--- config.mk ---
export PLATFORM = sky130hd
export DESIGN_NAME = rv32i_execute_unit_top_flat
export DESIGN_NICKNAME = d
export VERILOG_FILES = /design/src/rtl/core/rvex_pkg.sv /design/src/rtl/core/rvex_if.sv /design/src/rtl/core/rv32i_execute_unit_top.sv /design/src/rtl/core/rvex_decode.sv /design/src/rtl/core/rvex_alu.sv /design/src/flat_wrapper.sv
export SDC_FILE = /design/constraint.sdc
export NUM_CORES = 1
export LEC_CHECK = 0
export BUFFER_PORTS_ARGS = -buffer_cell sky130_fd_sc_hd__buf_4
export CAP_MARGIN = 5
export CORE_MARGIN = 2
export CORE_UTILIZATION = 50
export CTS_CLUSTER_DIAMETER = 80
export DETAILED_ROUTE_END_ITERATION = 10
export PLACE_DENSITY = 0.7
export SETUP_SLACK_MARGIN = 0.02
export SYNTH_ARGS = -nofsm -noshare
export SYNTH_HDL_FRONTEND = slang
export SYNTH_SLANG_ARGS = --single-unit
--- constraint.sdc ---
create_clock -name clk -period 9.45 [get_ports clk]
set_input_delay 2.835 -clock clk [delete_from_list [all_inputs] [get_ports clk]]
set_output_delay 2.835 -clock clk [all_outputs]
set_load 0.02 [all_outputs]
--- src/rtl/core/rvex_pkg.sv ---
// types, opcode and funct3 codes for the rv32i execute unit
`default_nettype none

package rvex_pkg;

  localparam int unsigned XLEN    = 32;
  localparam int unsigned SHAMT_W = 5;

  // base opcodes
  localparam logic [6:0] OPC_LUI    = 7'h37;
  localparam logic [6:0] OPC_AUIPC  = 7'h17;
  localparam logic [6:0] OPC_JAL    = 7'h6F;
  localparam logic [6:0] OPC_JALR   = 7'h67;
  localparam logic [6:0] OPC_BRANCH = 7'h63;
  localparam logic [6:0] OPC_LOAD   = 7'h03;
  localparam logic [6:0] OPC_STORE  = 7'h23;
  localparam logic [6:0] OPC_IMM    = 7'h13;
  localparam logic [6:0] OPC_REG    = 7'h33;

  // alu funct3
  localparam logic [2:0] F3_ADD  = 3'd0;
  localparam logic [2:0] F3_SLL  = 3'd1;
  localparam logic [2:0] F3_SLT  = 3'd2;
  localparam logic [2:0] F3_SLTU = 3'd3;
  localparam logic [2:0] F3_XOR  = 3'd4;
  localparam logic [2:0] F3_SR   = 3'd5;
  localparam logic [2:0] F3_OR   = 3'd6;
  localparam logic [2:0] F3_AND  = 3'd7;

  // branch funct3
  localparam logic [2:0] F3_BEQ  = 3'd0;
  localparam logic [2:0] F3_BNE  = 3'd1;
  localparam logic [2:0] F3_BLT  = 3'd4;
  localparam logic [2:0] F3_BGE  = 3'd5;
  localparam logic [2:0] F3_BLTU = 3'd6;
  localparam logic [2:0] F3_BGEU = 3'd7;

  // link address step
  localparam logic [XLEN-1:0] LINK_STEP = 32'd4;

  typedef enum logic [3:0] {
    KIND_NONE,
    KIND_LUI,
    KIND_AUIPC,
    KIND_JAL,
    KIND_JALR,
    KIND_BRANCH,
    KIND_LOAD,
    KIND_STORE,
    KIND_ALU_IMM,
    KIND_ALU_REG
  } kind_t;

  typedef struct packed {
    kind_t           kind;
    logic [2:0]      funct3;
    logic            alt;
    logic [XLEN-1:0] imm_i;
    logic [XLEN-1:0] imm_s;
    logic [XLEN-1:0] imm_b;
    logic [XLEN-1:0] imm_u;
    logic [XLEN-1:0] imm_j;
  } dec_t;

  typedef struct packed {
    logic [XLEN-1:0] alu_value;
    logic            dest_write;
    logic            load_flag;
    logic            store_flag;
    logic            branch_flag;
    logic            taken_flag;
    logic [XLEN-1:0] target_addr;
    logic [XLEN-1:0] store_data;
  } res_t;

endpackage

`default_nettype wire

--- src/rtl/core/rvex_if.sv ---
// request and result channel interfaces of the execute unit
`default_nettype none

interface rvex_issue_if;
  logic        valid;
  logic        ready;
  logic [31:0] instr_word;
  logic [31:0] src1_value;
  logic [31:0] src2_value;
  logic [31:0] instr_pc;

  modport source(output valid, output instr_word, output src1_value,
                 output src2_value, output instr_pc, input ready);
  modport sink(input valid, input instr_word, input src1_value,
               input src2_value, input instr_pc, output ready);
endinterface

interface rvex_result_if;
  logic        valid;
  logic        ready;
  logic [31:0] alu_value;
  logic        dest_write;
  logic        load_flag;
  logic        store_flag;
  logic        branch_flag;
  logic        taken_flag;
  logic [31:0] target_addr;
  logic [31:0] store_data;

  modport source(output valid, output alu_value, output dest_write,
                 output load_flag, output store_flag, output branch_flag,
                 output taken_flag, output target_addr, output store_data,
                 input ready);
  modport sink(input valid, input alu_value, input dest_write,
               input load_flag, input store_flag, input branch_flag,
               input taken_flag, input target_addr, input store_data,
               output ready);
endinterface

`default_nettype wire

--- src/rtl/core/rv32i_execute_unit_top.sv ---
// rv32i execute unit: input register, decode and alu, result register
// an accepted request waits in the input register until the result register is free
// throughput: one request per cycle while the result is taken, set by the single
//   decode/alu pass between the input register and the result register
// under back-pressure the result holds while one more request waits in the input register
// reset (rst, synchronous) empties both registers; payload registers are not cleared
`default_nettype none

module rv32i_execute_unit_top (
  input logic          clk,
  input logic          rst,
  rvex_issue_if.sink   issue,
  rvex_result_if.source result
);

  logic           stage_valid;
  logic [31:0]    stage_instr;
  logic [31:0]    stage_src1;
  logic [31:0]    stage_src2;
  logic [31:0]    stage_pc;
  logic           out_valid;
  rvex_pkg::res_t out_res;
  logic           out_free;
  rvex_pkg::dec_t dec;
  rvex_pkg::res_t res_next;

  // handshake: result register frees when empty or taken
  assign out_free    = !out_valid || result.ready;
  assign issue.ready = !stage_valid || out_free;

  // valid bits
  always_ff @(posedge clk) begin
    if (rst) begin
      stage_valid <= 1'b0;
      out_valid   <= 1'b0;
    end else begin
      if (issue.ready) begin
        stage_valid <= issue.valid;
      end
      if (out_free) begin
        out_valid <= stage_valid;
      end
    end
  end

  // input register
  always_ff @(posedge clk) begin
    if (issue.valid && issue.ready) begin
      stage_instr <= issue.instr_word;
      stage_src1  <= issue.src1_value;
      stage_src2  <= issue.src2_value;
      stage_pc    <= issue.instr_pc;
    end
  end

  rvex_decode u_decode (
    .instr_word (stage_instr),
    .dec        (dec)
  );

  rvex_alu u_alu (
    .dec        (dec),
    .src1_value (stage_src1),
    .src2_value (stage_src2),
    .instr_pc   (stage_pc),
    .res        (res_next)
  );

  // result register
  always_ff @(posedge clk) begin
    if (out_free && stage_valid) begin
      out_res <= res_next;
    end
  end

  assign result.valid       = out_valid;
  assign result.alu_value   = out_res.alu_value;
  assign result.dest_write  = out_res.dest_write;
  assign result.load_flag   = out_res.load_flag;
  assign result.store_flag  = out_res.store_flag;
  assign result.branch_flag = out_res.branch_flag;
  assign result.taken_flag  = out_res.taken_flag;
  assign result.target_addr = out_res.target_addr;
  assign result.store_data  = out_res.store_data;

endmodule

`default_nettype wire

--- src/rtl/core/rvex_decode.sv ---
// instruction decoder: opcode class, funct fields and immediates
`default_nettype none

module rvex_decode (
  input  logic [31:0]   instr_word,
  output rvex_pkg::dec_t dec
);

  logic [6:0]      opcode;
  rvex_pkg::kind_t kind;

  assign opcode = instr_word[6:0];

  // opcode class
  always_comb begin
    unique case (opcode)
      rvex_pkg::OPC_LUI:    kind = rvex_pkg::KIND_LUI;
      rvex_pkg::OPC_AUIPC:  kind = rvex_pkg::KIND_AUIPC;
      rvex_pkg::OPC_JAL:    kind = rvex_pkg::KIND_JAL;
      rvex_pkg::OPC_JALR:   kind = rvex_pkg::KIND_JALR;
      rvex_pkg::OPC_BRANCH: kind = rvex_pkg::KIND_BRANCH;
      rvex_pkg::OPC_LOAD:   kind = rvex_pkg::KIND_LOAD;
      rvex_pkg::OPC_STORE:  kind = rvex_pkg::KIND_STORE;
      rvex_pkg::OPC_IMM:    kind = rvex_pkg::KIND_ALU_IMM;
      rvex_pkg::OPC_REG:    kind = rvex_pkg::KIND_ALU_REG;
      default:              kind = rvex_pkg::KIND_NONE;
    endcase
  end

  assign dec.kind = kind;

  // funct fields, only funct7 bit 5 matters
  assign dec.funct3 = instr_word[14:12];
  assign dec.alt    = instr_word[30];

  // sign-extended immediates
  assign dec.imm_i = {{20{instr_word[31]}}, instr_word[31:20]};
  assign dec.imm_s = {{20{instr_word[31]}}, instr_word[31:25], instr_word[11:7]};
  assign dec.imm_b = {{19{instr_word[31]}}, instr_word[31], instr_word[7],
                      instr_word[30:25], instr_word[11:8], 1'b0};
  assign dec.imm_u = {instr_word[31:12], 12'b0};
  assign dec.imm_j = {{11{instr_word[31]}}, instr_word[31], instr_word[19:12],
                      instr_word[20], instr_word[30:21], 1'b0};

endmodule

`default_nettype wire

--- src/rtl/core/rvex_alu.sv ---
// alu, branch compare and target adder with result field selection
`default_nettype none

module rvex_alu (
  input  rvex_pkg::dec_t dec,
  input  logic [31:0]    src1_value,
  input  logic [31:0]    src2_value,
  input  logic [31:0]    instr_pc,
  output rvex_pkg::res_t res
);

  logic [31:0] opa;
  logic [31:0] opb;
  logic        sub;
  logic [31:0] sum;
  logic        eq;
  logic        lt;
  logic        ltu;
  logic [rvex_pkg::SHAMT_W-1:0] shamt;
  logic [31:0] alu_out;
  logic [31:0] tgt_a;
  logic [31:0] tgt_b;
  logic [31:0] tgt_sum;
  logic        taken;

  // adder operand a: pc for pc-relative and link forms
  always_comb begin
    if (dec.kind == rvex_pkg::KIND_AUIPC || dec.kind == rvex_pkg::KIND_JAL ||
        dec.kind == rvex_pkg::KIND_JALR) begin
      opa = instr_pc;
    end else begin
      opa = src1_value;
    end
  end

  // operand b select
  always_comb begin
    unique case (dec.kind)
      rvex_pkg::KIND_AUIPC:   opb = dec.imm_u;
      rvex_pkg::KIND_JAL,
      rvex_pkg::KIND_JALR:    opb = rvex_pkg::LINK_STEP;
      rvex_pkg::KIND_LOAD,
      rvex_pkg::KIND_ALU_IMM: opb = dec.imm_i;
      rvex_pkg::KIND_STORE:   opb = dec.imm_s;
      default:                opb = src2_value;
    endcase
  end

  // shared add/sub
  assign sub = (dec.kind == rvex_pkg::KIND_ALU_REG) && dec.alt &&
               (dec.funct3 == rvex_pkg::F3_ADD);
  assign sum = sub ? (opa - opb) : (opa + opb);

  // compares shared by set-less-than and branches
  assign eq  = (src1_value == opb);
  assign lt  = ($signed(src1_value) < $signed(opb));
  assign ltu = (src1_value < opb);

  assign shamt = opb[rvex_pkg::SHAMT_W-1:0];

  // alu function
  always_comb begin
    unique case (dec.funct3)
      rvex_pkg::F3_ADD:  alu_out = sum;
      rvex_pkg::F3_SLL:  alu_out = src1_value << shamt;
      rvex_pkg::F3_SLT:  alu_out = {31'b0, lt};
      rvex_pkg::F3_SLTU: alu_out = {31'b0, ltu};
      rvex_pkg::F3_XOR:  alu_out = src1_value ^ opb;
      rvex_pkg::F3_SR:   alu_out = dec.alt ? $unsigned($signed(src1_value) >>> shamt)
                                           : (src1_value >> shamt);
      rvex_pkg::F3_OR:   alu_out = src1_value | opb;
      rvex_pkg::F3_AND:  alu_out = src1_value & opb;
      default:           alu_out = 32'b0;
    endcase
  end

  // branch condition
  always_comb begin
    unique case (dec.funct3)
      rvex_pkg::F3_BEQ:  taken = eq;
      rvex_pkg::F3_BNE:  taken = !eq;
      rvex_pkg::F3_BLT:  taken = lt;
      rvex_pkg::F3_BGE:  taken = !lt;
      rvex_pkg::F3_BLTU: taken = ltu;
      rvex_pkg::F3_BGEU: taken = !ltu;
      default:           taken = 1'b0;
    endcase
  end

  // target adder
  always_comb begin
    tgt_a = instr_pc;
    tgt_b = dec.imm_b;
    if (dec.kind == rvex_pkg::KIND_JAL) begin
      tgt_b = dec.imm_j;
    end else if (dec.kind == rvex_pkg::KIND_JALR) begin
      tgt_a = src1_value;
      tgt_b = dec.imm_i;
    end
  end
  assign tgt_sum = tgt_a + tgt_b;

  // result fields per instruction class
  always_comb begin
    res = '0;
    unique case (dec.kind)
      rvex_pkg::KIND_LUI: begin
        res.alu_value  = dec.imm_u;
        res.dest_write = 1'b1;
      end
      rvex_pkg::KIND_AUIPC: begin
        res.alu_value  = sum;
        res.dest_write = 1'b1;
      end
      rvex_pkg::KIND_JAL: begin
        res.alu_value   = sum;
        res.dest_write  = 1'b1;
        res.branch_flag = 1'b1;
        res.taken_flag  = 1'b1;
        res.target_addr = tgt_sum;
      end
      rvex_pkg::KIND_JALR: begin
        res.alu_value   = sum;
        res.dest_write  = 1'b1;
        res.branch_flag = 1'b1;
        res.taken_flag  = 1'b1;
        res.target_addr = {tgt_sum[31:1], 1'b0};
      end
      rvex_pkg::KIND_BRANCH: begin
        res.branch_flag = 1'b1;
        res.taken_flag  = taken;
        res.target_addr = tgt_sum;
      end
      rvex_pkg::KIND_LOAD: begin
        res.alu_value  = sum;
        res.dest_write = 1'b1;
        res.load_flag  = 1'b1;
      end
      rvex_pkg::KIND_STORE: begin
        res.alu_value  = sum;
        res.store_flag = 1'b1;
        res.store_data = src2_value;
      end
      rvex_pkg::KIND_ALU_IMM,
      rvex_pkg::KIND_ALU_REG: begin
        res.alu_value  = alu_out;
        res.dest_write = 1'b1;
      end
      default: begin
        res = '0;
      end
    endcase
  end

endmodule

`default_nettype wire

--- src/flat_wrapper.sv ---
// flat-port wrapper written by rule: the top's interface ports become plain ports
module rv32i_execute_unit_top_flat 
  (clk, rst, issue_valid, issue_instr_word, issue_src1_value, issue_src2_value, issue_instr_pc, issue_ready, result_valid, result_alu_value, result_dest_write, result_load_flag, result_store_flag, result_branch_flag, result_taken_flag, result_target_addr, result_store_data, result_ready);
  rvex_issue_if issue_i ();
  rvex_result_if result_i ();
  input logic clk;
  input logic rst;
  input wire logic [$bits(issue_i.valid)-1:0] issue_valid;
  input wire logic [$bits(issue_i.instr_word)-1:0] issue_instr_word;
  input wire logic [$bits(issue_i.src1_value)-1:0] issue_src1_value;
  input wire logic [$bits(issue_i.src2_value)-1:0] issue_src2_value;
  input wire logic [$bits(issue_i.instr_pc)-1:0] issue_instr_pc;
  output wire logic [$bits(issue_i.ready)-1:0] issue_ready;
  output wire logic [$bits(result_i.valid)-1:0] result_valid;
  output wire logic [$bits(result_i.alu_value)-1:0] result_alu_value;
  output wire logic [$bits(result_i.dest_write)-1:0] result_dest_write;
  output wire logic [$bits(result_i.load_flag)-1:0] result_load_flag;
  output wire logic [$bits(result_i.store_flag)-1:0] result_store_flag;
  output wire logic [$bits(result_i.branch_flag)-1:0] result_branch_flag;
  output wire logic [$bits(result_i.taken_flag)-1:0] result_taken_flag;
  output wire logic [$bits(result_i.target_addr)-1:0] result_target_addr;
  output wire logic [$bits(result_i.store_data)-1:0] result_store_data;
  input wire logic [$bits(result_i.ready)-1:0] result_ready;
  assign issue_i.valid = issue_valid;
  assign issue_i.instr_word = issue_instr_word;
  assign issue_i.src1_value = issue_src1_value;
  assign issue_i.src2_value = issue_src2_value;
  assign issue_i.instr_pc = issue_instr_pc;
  assign issue_ready = issue_i.ready;
  assign result_valid = result_i.valid;
  assign result_alu_value = result_i.alu_value;
  assign result_dest_write = result_i.dest_write;
  assign result_load_flag = result_i.load_flag;
  assign result_store_flag = result_i.store_flag;
  assign result_branch_flag = result_i.branch_flag;
  assign result_taken_flag = result_i.taken_flag;
  assign result_target_addr = result_i.target_addr;
  assign result_store_data = result_i.store_data;
  assign result_i.ready = result_ready;
  rv32i_execute_unit_top u_core (.clk(clk), .rst(rst), .issue(issue_i), .result(result_i));
endmodule
==> results of run 1 <==
==> registers in the layout, indices dropped and copies added (netlist names) <==
register / flops
u_core.result.store_flag: 1
u_core.result.taken_flag: 1
u_core.stage_valid: 1
u_core.stage_pc: 32
u_core.stage_src1: 32
u_core.result.target_addr: 32
u_core.stage_src2: 32
u_core.result.store_data: 32
u_core.result.dest_write: 1
u_core.result.valid: 1
u_core.result.branch_flag: 1
u_core.result.alu_value: 32
u_core.result.load_flag: 1
u_core.stage_instr: 32
==> worst max-delay path: cells and delay by family (launching register included) <==
family / cells / cell delay [ns]
DFF: 1 / 0.81
muxes: 1 / 0.53
xor gates and xnor gates: 1 / 0.11
and+or+nand+nor: 3 / 0.93
buffers and inverters: 2 / 0.74
AOI/OAI and AO/OA: 9 / 2.88
adders and majority gates: 2 / 0.70
==> path summary, 6_finish.rpt <==
kind | endpoint | slack [ns] | cells after the start | start
worst max-delay path | u_core.result.alu_value[29] | 2.47 | 18 | u_core.stage_instr[4]
worst min-delay path | u_core.result.valid | 0.55 | 2 | u_core.stage_valid
worst max register to register | u_core.result.alu_value[29] | 2.47 | 18 | u_core.stage_instr[4]
worst min register to register | u_core.result.valid | 0.55 | 2 | u_core.stage_valid
==> layout make-up <==
cell class / instances / area (um^2) / area share (%)
Timing Repair Buffer: 280 / 2100 / 9.03
Sequential cell: 231 / 6920 / 29.7
Tap cell: 525 / 657 / 2.82
Inverter: 88 / 330 / 1.42
Clock buffer: 30 / 666 / 2.86
Clock inverter: 18 / 189 / 0.812
Multi-Input combinational cell: 1824 / 12400 / 53.3
Antenna cell: 1 / 2.50 / 0.0108
==> layer usage <==
| metal | wire length (um) | GRT usage [%] |
|---|---|---|
| met1 | 34500 | 55.3 |
| met3 | 9530 | 8.08 |
| met2 | 35300 | 57.8 |
| met4 | 5980 | 22.7 |
| met5 | 0 | 0 |
==> through the flow <==
stage                     cell area (um^2)  worst slack [ns]  std cells  hold WS [ns]  total power, uW
after floorplan                      20200              1.49       2279         0.478             1870
after global placement               22400              2.97       2948         0.505             2210
after CTS                            23300              2.77       2996         0.550             3230
final                                23300              2.47       2997         0.547             3250
after detailed placement             22400              2.80       2948         0.542             2220
after global routing                 23300              2.20       2996         0.604             3370
==> cells by family (layout without fill, tap and decap cells) <==
| group | count (synthesis) | count (layout) | share of synthesized area (%) |
|---|---|---|---|
| XOR/XNOR | 80 | 80 | 3.46 |
| multiplexers | 91 | 91 | 5.18 |
| flip-flops | 231 | 231 | 34.2 |
| AND/OR/NAND/NOR | 735 | 735 | 17.4 |
| other | 0 | 1 | 0 |
| buffers and inverters | 224 | 416 | 4.63 |
| adder cells (fa/ha/maj) | 167 | 167 | 10.4 |
| AO/OA/AOI/OAI | 751 | 751 | 24.7 |
==> report_power, final <==
part           internal (uW)  total, uW  switching, uW  leakage [uW]
registers               1190       1270           75.5       0.00216
clock network            591       1020            424      0.000413
logic                    352        970            618       0.00682
==> cell usage in the layout, fill, tap and decap left out, drive strengths merged, types with 16 or more instances in the layout <==
cell type,count
a211oi,20
a21o,39
a21oi,133
a221oi,22
a22oi,21
a31oi,31
and2,47
buf,280
clkbuf,30
edfxtp,229
ha,165
inv,90
mux2,70
mux2i,17
nand2,199
nand3,155
nor2,175
nor2b,16
nor3,51
o211ai,39
o21a,24
o21ai,232
o22ai,24
xnor2,56
xor2,24
==> flow_metrics.tcl, run 1 <==
set metrics [dict create \
    synthTopCellsByArea "sky130_fd_sc_hd__edfxtp_1, sky130_fd_sc_hd__ha_1, sky130_fd_sc_hd__o21ai_0" \
    io_buffers 234 \
    cp_data_required_time_ns 9.72 \
    wirelength_um 85300 \
    grt-ovfl-total 0 \
    layout_worst_path_cycle_share_pct 73.8 \
    detail_route.vias_per_cell 6.76 \
    post_dp_hpwl_um 66400 \
    clock_tree_from_tritoncts "built" \
    fp.coreArea_um2 39800 \
    cp_cell_sequence "mux2i_1 -> a22oi_4 -> buf_4 -> a2bb2oi_4 -> buf_4 -> ha_1 -> nand4_2 -> or4_1 -> o21ai_0 -> xnor2_1 -> ha_1 -> nand3_1 -> o311ai_0 -> a31oi_1 -> a31oi_1 -> a2111oi_0 -> a2111oi_0 -> a211oi_1" \
    timing.critical_path.arrival_ns 7.25 \
    synth_enable_flop_cells 229 \
    ir_worst_vdd_v 0.000223 \
    actual_transition_at_the_worst_max_transition_pin_ns 1.20 \
    hold_violations 0 \
    clock_sink_count 231 \
    clock.fmax_mhz 143 \
    result_of_the_run "finished, final reports clean" \
    floorplan.die.height_um 205 \
    critical_path.slowest_cell "sky130_fd_sc_hd__o311ai_0" \
    final_core_util_pct 58.4 \
    full_die_area_um2 42100 \
    worstSetupStartpointType "flip-flop" \
    synth.yosys.warnings 0 \
    routedWlPerCell_um 28.5 \
    synth_commonest_cells "sky130_fd_sc_hd__edfxtp_1, sky130_fd_sc_hd__o21ai_0, sky130_fd_sc_hd__nand2_1" \
    routed-via-count 20300 \
    floorplan.initialDensity_pct 50.8 \
    hold_buffers 0 \
    synthesis.area_per_instance_um2 8.87 \
    cts_setup_buffers 0 \
    drcViolationCount 0 \
    number_of_clock_buffers_inserted_by_tritoncts 26 \
    synth_top_flop_cell "sky130_fd_sc_hd__edfxtp_1" \
    timing.critical_path.to_type "flip-flop" \
    die_w_um 205 \
    fraction_of_final_layout_cells_sized_beyond_drive_strength_1_pct 18.4 \
    ys_seq_elements 231 \
    grt_setup_unrepaired "no" \
    layout-area-overhead-vs-synth_pct 15.1 \
    grt_first_pass_wirelength_um 124000 \
    post_synth_inst_count 2279 \
    synth.yosys.seq_area_share_pct 34.2 \
    layout_skew_ns 0.0179 \
    min_tclk_post_route_ns 6.98 \
    finalSetupViolations 0 \
    grt_antenna_before_repair 0 \
    finalSetupTns_ns 0 \
    clock_latency_ns 0.56 \
    ctsResizeCount 0 \
    holdCritPathClass "flip-flop to flip-flop" \
    drv.max_cap_violation_count 0 \
    row_count 73 \
    postRouteAntennaNets 0 \
    yosys.cell_types.count 97 \
    post-synth-top-count-cell "sky130_fd_sc_hd__edfxtp_1" \
    path_class "flip-flop to flip-flop" \
    synth_area_um2 20200 \
    synth.net_count 2578 \
    fillers 3572 \
    leakage_uw 0.00939 \
    final_max_slew_viol_count 0 \
    relSlewSlack_pct 19.9 \
    netlist.area_leader.share_pct 34.0 \
    largest_net_degree_at_the_start_of_global_routing 78 \
    first_global_vias 18900 \
    htree_levels 1 \
    cts_root_buffer "sky130_fd_sc_hd__clkbuf_16" \
    synth_largest_area_cell "sky130_fd_sc_hd__edfxtp_1" \
    drtPass1Iterations 6 \
    grt_util_all_layers_pct 39.9 \
    gp_congestion 1.07 \
    worst_path_largest_cell_delay_ns 0.93 \
    asyncSetResetFlopFracSynth_pct 0 \
    critPathMaxFanout 44 \
    nNetsFinal 2750 \
    clk_pin_slew_ns 0.06 \
    power_per_cell_area_nw_per_um2 140 \
    clk_path_buf_depth 3 \
    detailedRoute.firstIterationViolations 2715 \
    pin_count 235 \
]
No activity file was read; power rests on OpenSTA's default activity.
==> inputs of run 2 (changes only) <==
--- a/config.mk
+++ b/config.mk
@@ -11,7 +11,7 @@
 export CORE_UTILIZATION = 50
 export CTS_CLUSTER_DIAMETER = 80
 export DETAILED_ROUTE_END_ITERATION = 10
-export PLACE_DENSITY = 0.7
+export PLACE_DENSITY = 0.73
 export SETUP_SLACK_MARGIN = 0.02
 export SYNTH_ARGS = -nofsm -noshare
 export SYNTH_HDL_FRONTEND = slang
==> constraint.sdc (replaced) <==
create_clock -name clk -period 5.8 [get_ports clk]
set_input_delay 1.74 -clock clk [delete_from_list [all_inputs] [get_ports clk]]
set_output_delay 1.74 -clock clk [all_outputs]
set_load 0.02 [all_outputs]
==> flow_metrics.tcl, run 2 (synthesis results as in run 1) <==
set metrics [dict create \
    relSlewSlack_pct 27.6 \
    cp_data_required_time_ns 6.10 \
    sequential_power_share_pct 37.8 \
    ir_worst_vdd_v 0.000317 \
    critical_path.slowest_cell "sky130_fd_sc_hd__or4_1" \
    wirelength_um 91300 \
    cts_setup_buffers 0 \
    drv.max_cap_violation_count 0 \
    final-seq-area_um2 6920 \
    number_of_clock_buffers_inserted_by_tritoncts 25 \
    fraction_of_final_layout_cells_sized_beyond_drive_strength_1_pct 19.7 \
    grt_util_all_layers_pct 42.6 \
    timing.critical_path.to_type "flip-flop" \
    holdCritPathClass "flip-flop to flip-flop" \
    row_count 73 \
    fp.coreArea_um2 39800 \
    worstSetupStartpointType "flip-flop" \
    grt_use_met1_pct 57.0 \
    cts_root_buffer "sky130_fd_sc_hd__clkbuf_16" \
    floorplan.initialDensity_pct 50.8 \
    nNetsFinal 2784 \
    full_die_area_um2 42100 \
    internal-power_uw 3540 \
    pin_count 235 \
    critical_path.most_common_cell "sky130_fd_sc_hd__o21ai_0" \
    result_of_the_run "finished, final reports clean" \
    drcViolationCount 0 \
    power.share.switching_pct 34.9 \
    finalSetupViolations 0 \
    htree_levels 1 \
    clock_tree_from_tritoncts "built" \
    layout_worst_path_cycle_share_pct 94.8 \
    clock.fmax_mhz 182 \
    finalNonFillerCells 3030 \
    multi_input_comb_area_um2 12400 \
    layout-area-overhead-vs-synth_pct 16.7 \
    p_comb_share_pct 30.7 \
    routed-via-count 20800 \
    first_global_vias 19500 \
    clk_path_buf_depth 3 \
    routedWlPerCell_um 30.1 \
    worst-path-stages 18 \
    layout_skew_ns 0.0193 \
    postLayoutSetupSlackWorst_ns 0.304 \
    drtPass1Iterations 7 \
    power_per_cell_area_nw_per_um2 230 \
    mostFrequentLayoutCell "sky130_fd_sc_hd__buf_4" \
    mostFrequentLayoutCells "sky130_fd_sc_hd__buf_4, sky130_fd_sc_hd__edfxtp_1, sky130_fd_sc_hd__o21ai_0" \
    hold_violations 0 \
    clk_pin_slew_ns 0.06 \
    grt.met3_usage_pct 9.93 \
    post_dp_hpwl_um 70900 \
    fillers 3479 \
    io_buffers 234 \
    grt_first_pass_wirelength_um 131000 \
    path_class "flip-flop to flip-flop" \
    min_delay_path_depth 2 \
    critPathTopFamily "compound AO/OA/AOI/OAI gates" \
    grtUsageMet2_pct 62.8 \
    worst_path_largest_cell_delay_ns 0.60 \
    p_switching_uw 1900 \
    actual_transition_at_the_worst_max_transition_pin_ns 1.06 \
    critPathMaxFanout 8 \
    min_tclk_post_route_ns 5.50 \
    die_w_um 205 \
    detailedRoute.firstIterationViolations 2951 \
    final_max_slew_viol_count 0 \
    worst-path-buf-inv 1 \
    dp.cells 2983 \
    cp_cell_sequence "buf_4 -> mux2_2 -> o221ai_1 -> and2_1 -> nand4_2 -> or4_1 -> o21ai_0 -> xnor2_1 -> ha_1 -> a21oi_1 -> nand3b_1 -> o2111ai_1 -> nand4_1 -> a311oi_1 -> o21ai_0 -> xor2_1 -> a221oi_1 -> o22ai_1" \
    timing.critical_path.arrival_ns 5.79 \
    r2r.worst_path.cells 18 \
    largest_net_degree_at_the_start_of_global_routing 100 \
    most_heavily_used_metal_layer_in_global_routing "met2" \
    leakage_uw 0.00959 \
    postRouteAntennaNets 0 \
    clock_sink_count 231 \
    floorplan.die.height_um 205 \
    power.clock.fraction_pct 31.5 \
    grt_antenna_before_repair 1 \
    clock_latency_ns 0.57 \
    grt-ovfl-total 0 \
    preCtsSetupSlack_ns 0.329 \
    gp_congestion 1.08 \
    detail_route.vias_per_cell 6.86 \
]
## run 2: timing repair
item                                    in CTS  in global routing
hold buffers                                 0                  0
resized for setup                            0                  7
endpoints found under the setup margin       0                  5
## run 2: metal layers
| metal | vias up | part of all wire [%] |
|---|---|---|
| li1 | 9031 | - |
| met1 | 9760 | 38 |
| met2 | 1579 | 42 |
| met3 | 400 | 12 |
| met4 | 2 | 7.4 |
| met5 | - | 0.012 |
## run 2: final timing paths
path                                             from                           to  slack, ns
worst min register to register     u_core.stage_valid          u_core.result.valid       0.52
worst min-delay path               u_core.stage_valid          u_core.result.valid       0.52
worst max-delay path            u_core.stage_instr[4]  u_core.result.alu_value[28]       0.30
worst max register to register  u_core.stage_instr[4]  u_core.result.alu_value[28]       0.30
## run 2: stage by stage
| stage | hold WS, ns | total power [uW] | TNS [ns] | util (%) | area (um^2) |
|---|---|---|---|---|---|
| CTS | 0.518 | 5360 | 0 | 59.2 | 23600 |
| global route | 0.567 | 5590 | -0.0125 | 59.3 | 23600 |
| global placement | 0.500 | 3660 | 0 | 57.1 | 22700 |
| floorplan | 0.477 | 3040 | 0 | - | 20200 |
| finish | 0.520 | 5440 | 0 | 59.3 | 23600 |
| detailed placement | 0.510 | 3670 | 0 | 57.1 | 22700 |
## run 2: final cells by class
cell class	count	area share, %
Antenna cell	1	0.0106
Clock buffer	32	2.85
Clock inverter	14	0.816
Inverter	88	1.40
Multi-Input combinational cell	1824	52.7
Sequential cell	231	29.3
Tap cell	525	2.78
Timing Repair Buffer	315	10.2
## run 2: power by group through the flow
stage               clock network [uW]  registers, uW  logic (uW)
floorplan                            0           2080         967
global placement                     0           2080        1580
detailed placement                   0           2080        1590
CTS                               1710           2050        1600
global route                      1780           2060        1760
finish                            1710           2060        1670
## run 2: tightest hold or removal path, delay by kind of cell, from the launching register on
| kind | cells | cell delay [ns] |
|---|---|---|
| simple gates | 2 | 0.14 |
| flops | 1 | 0.33 |
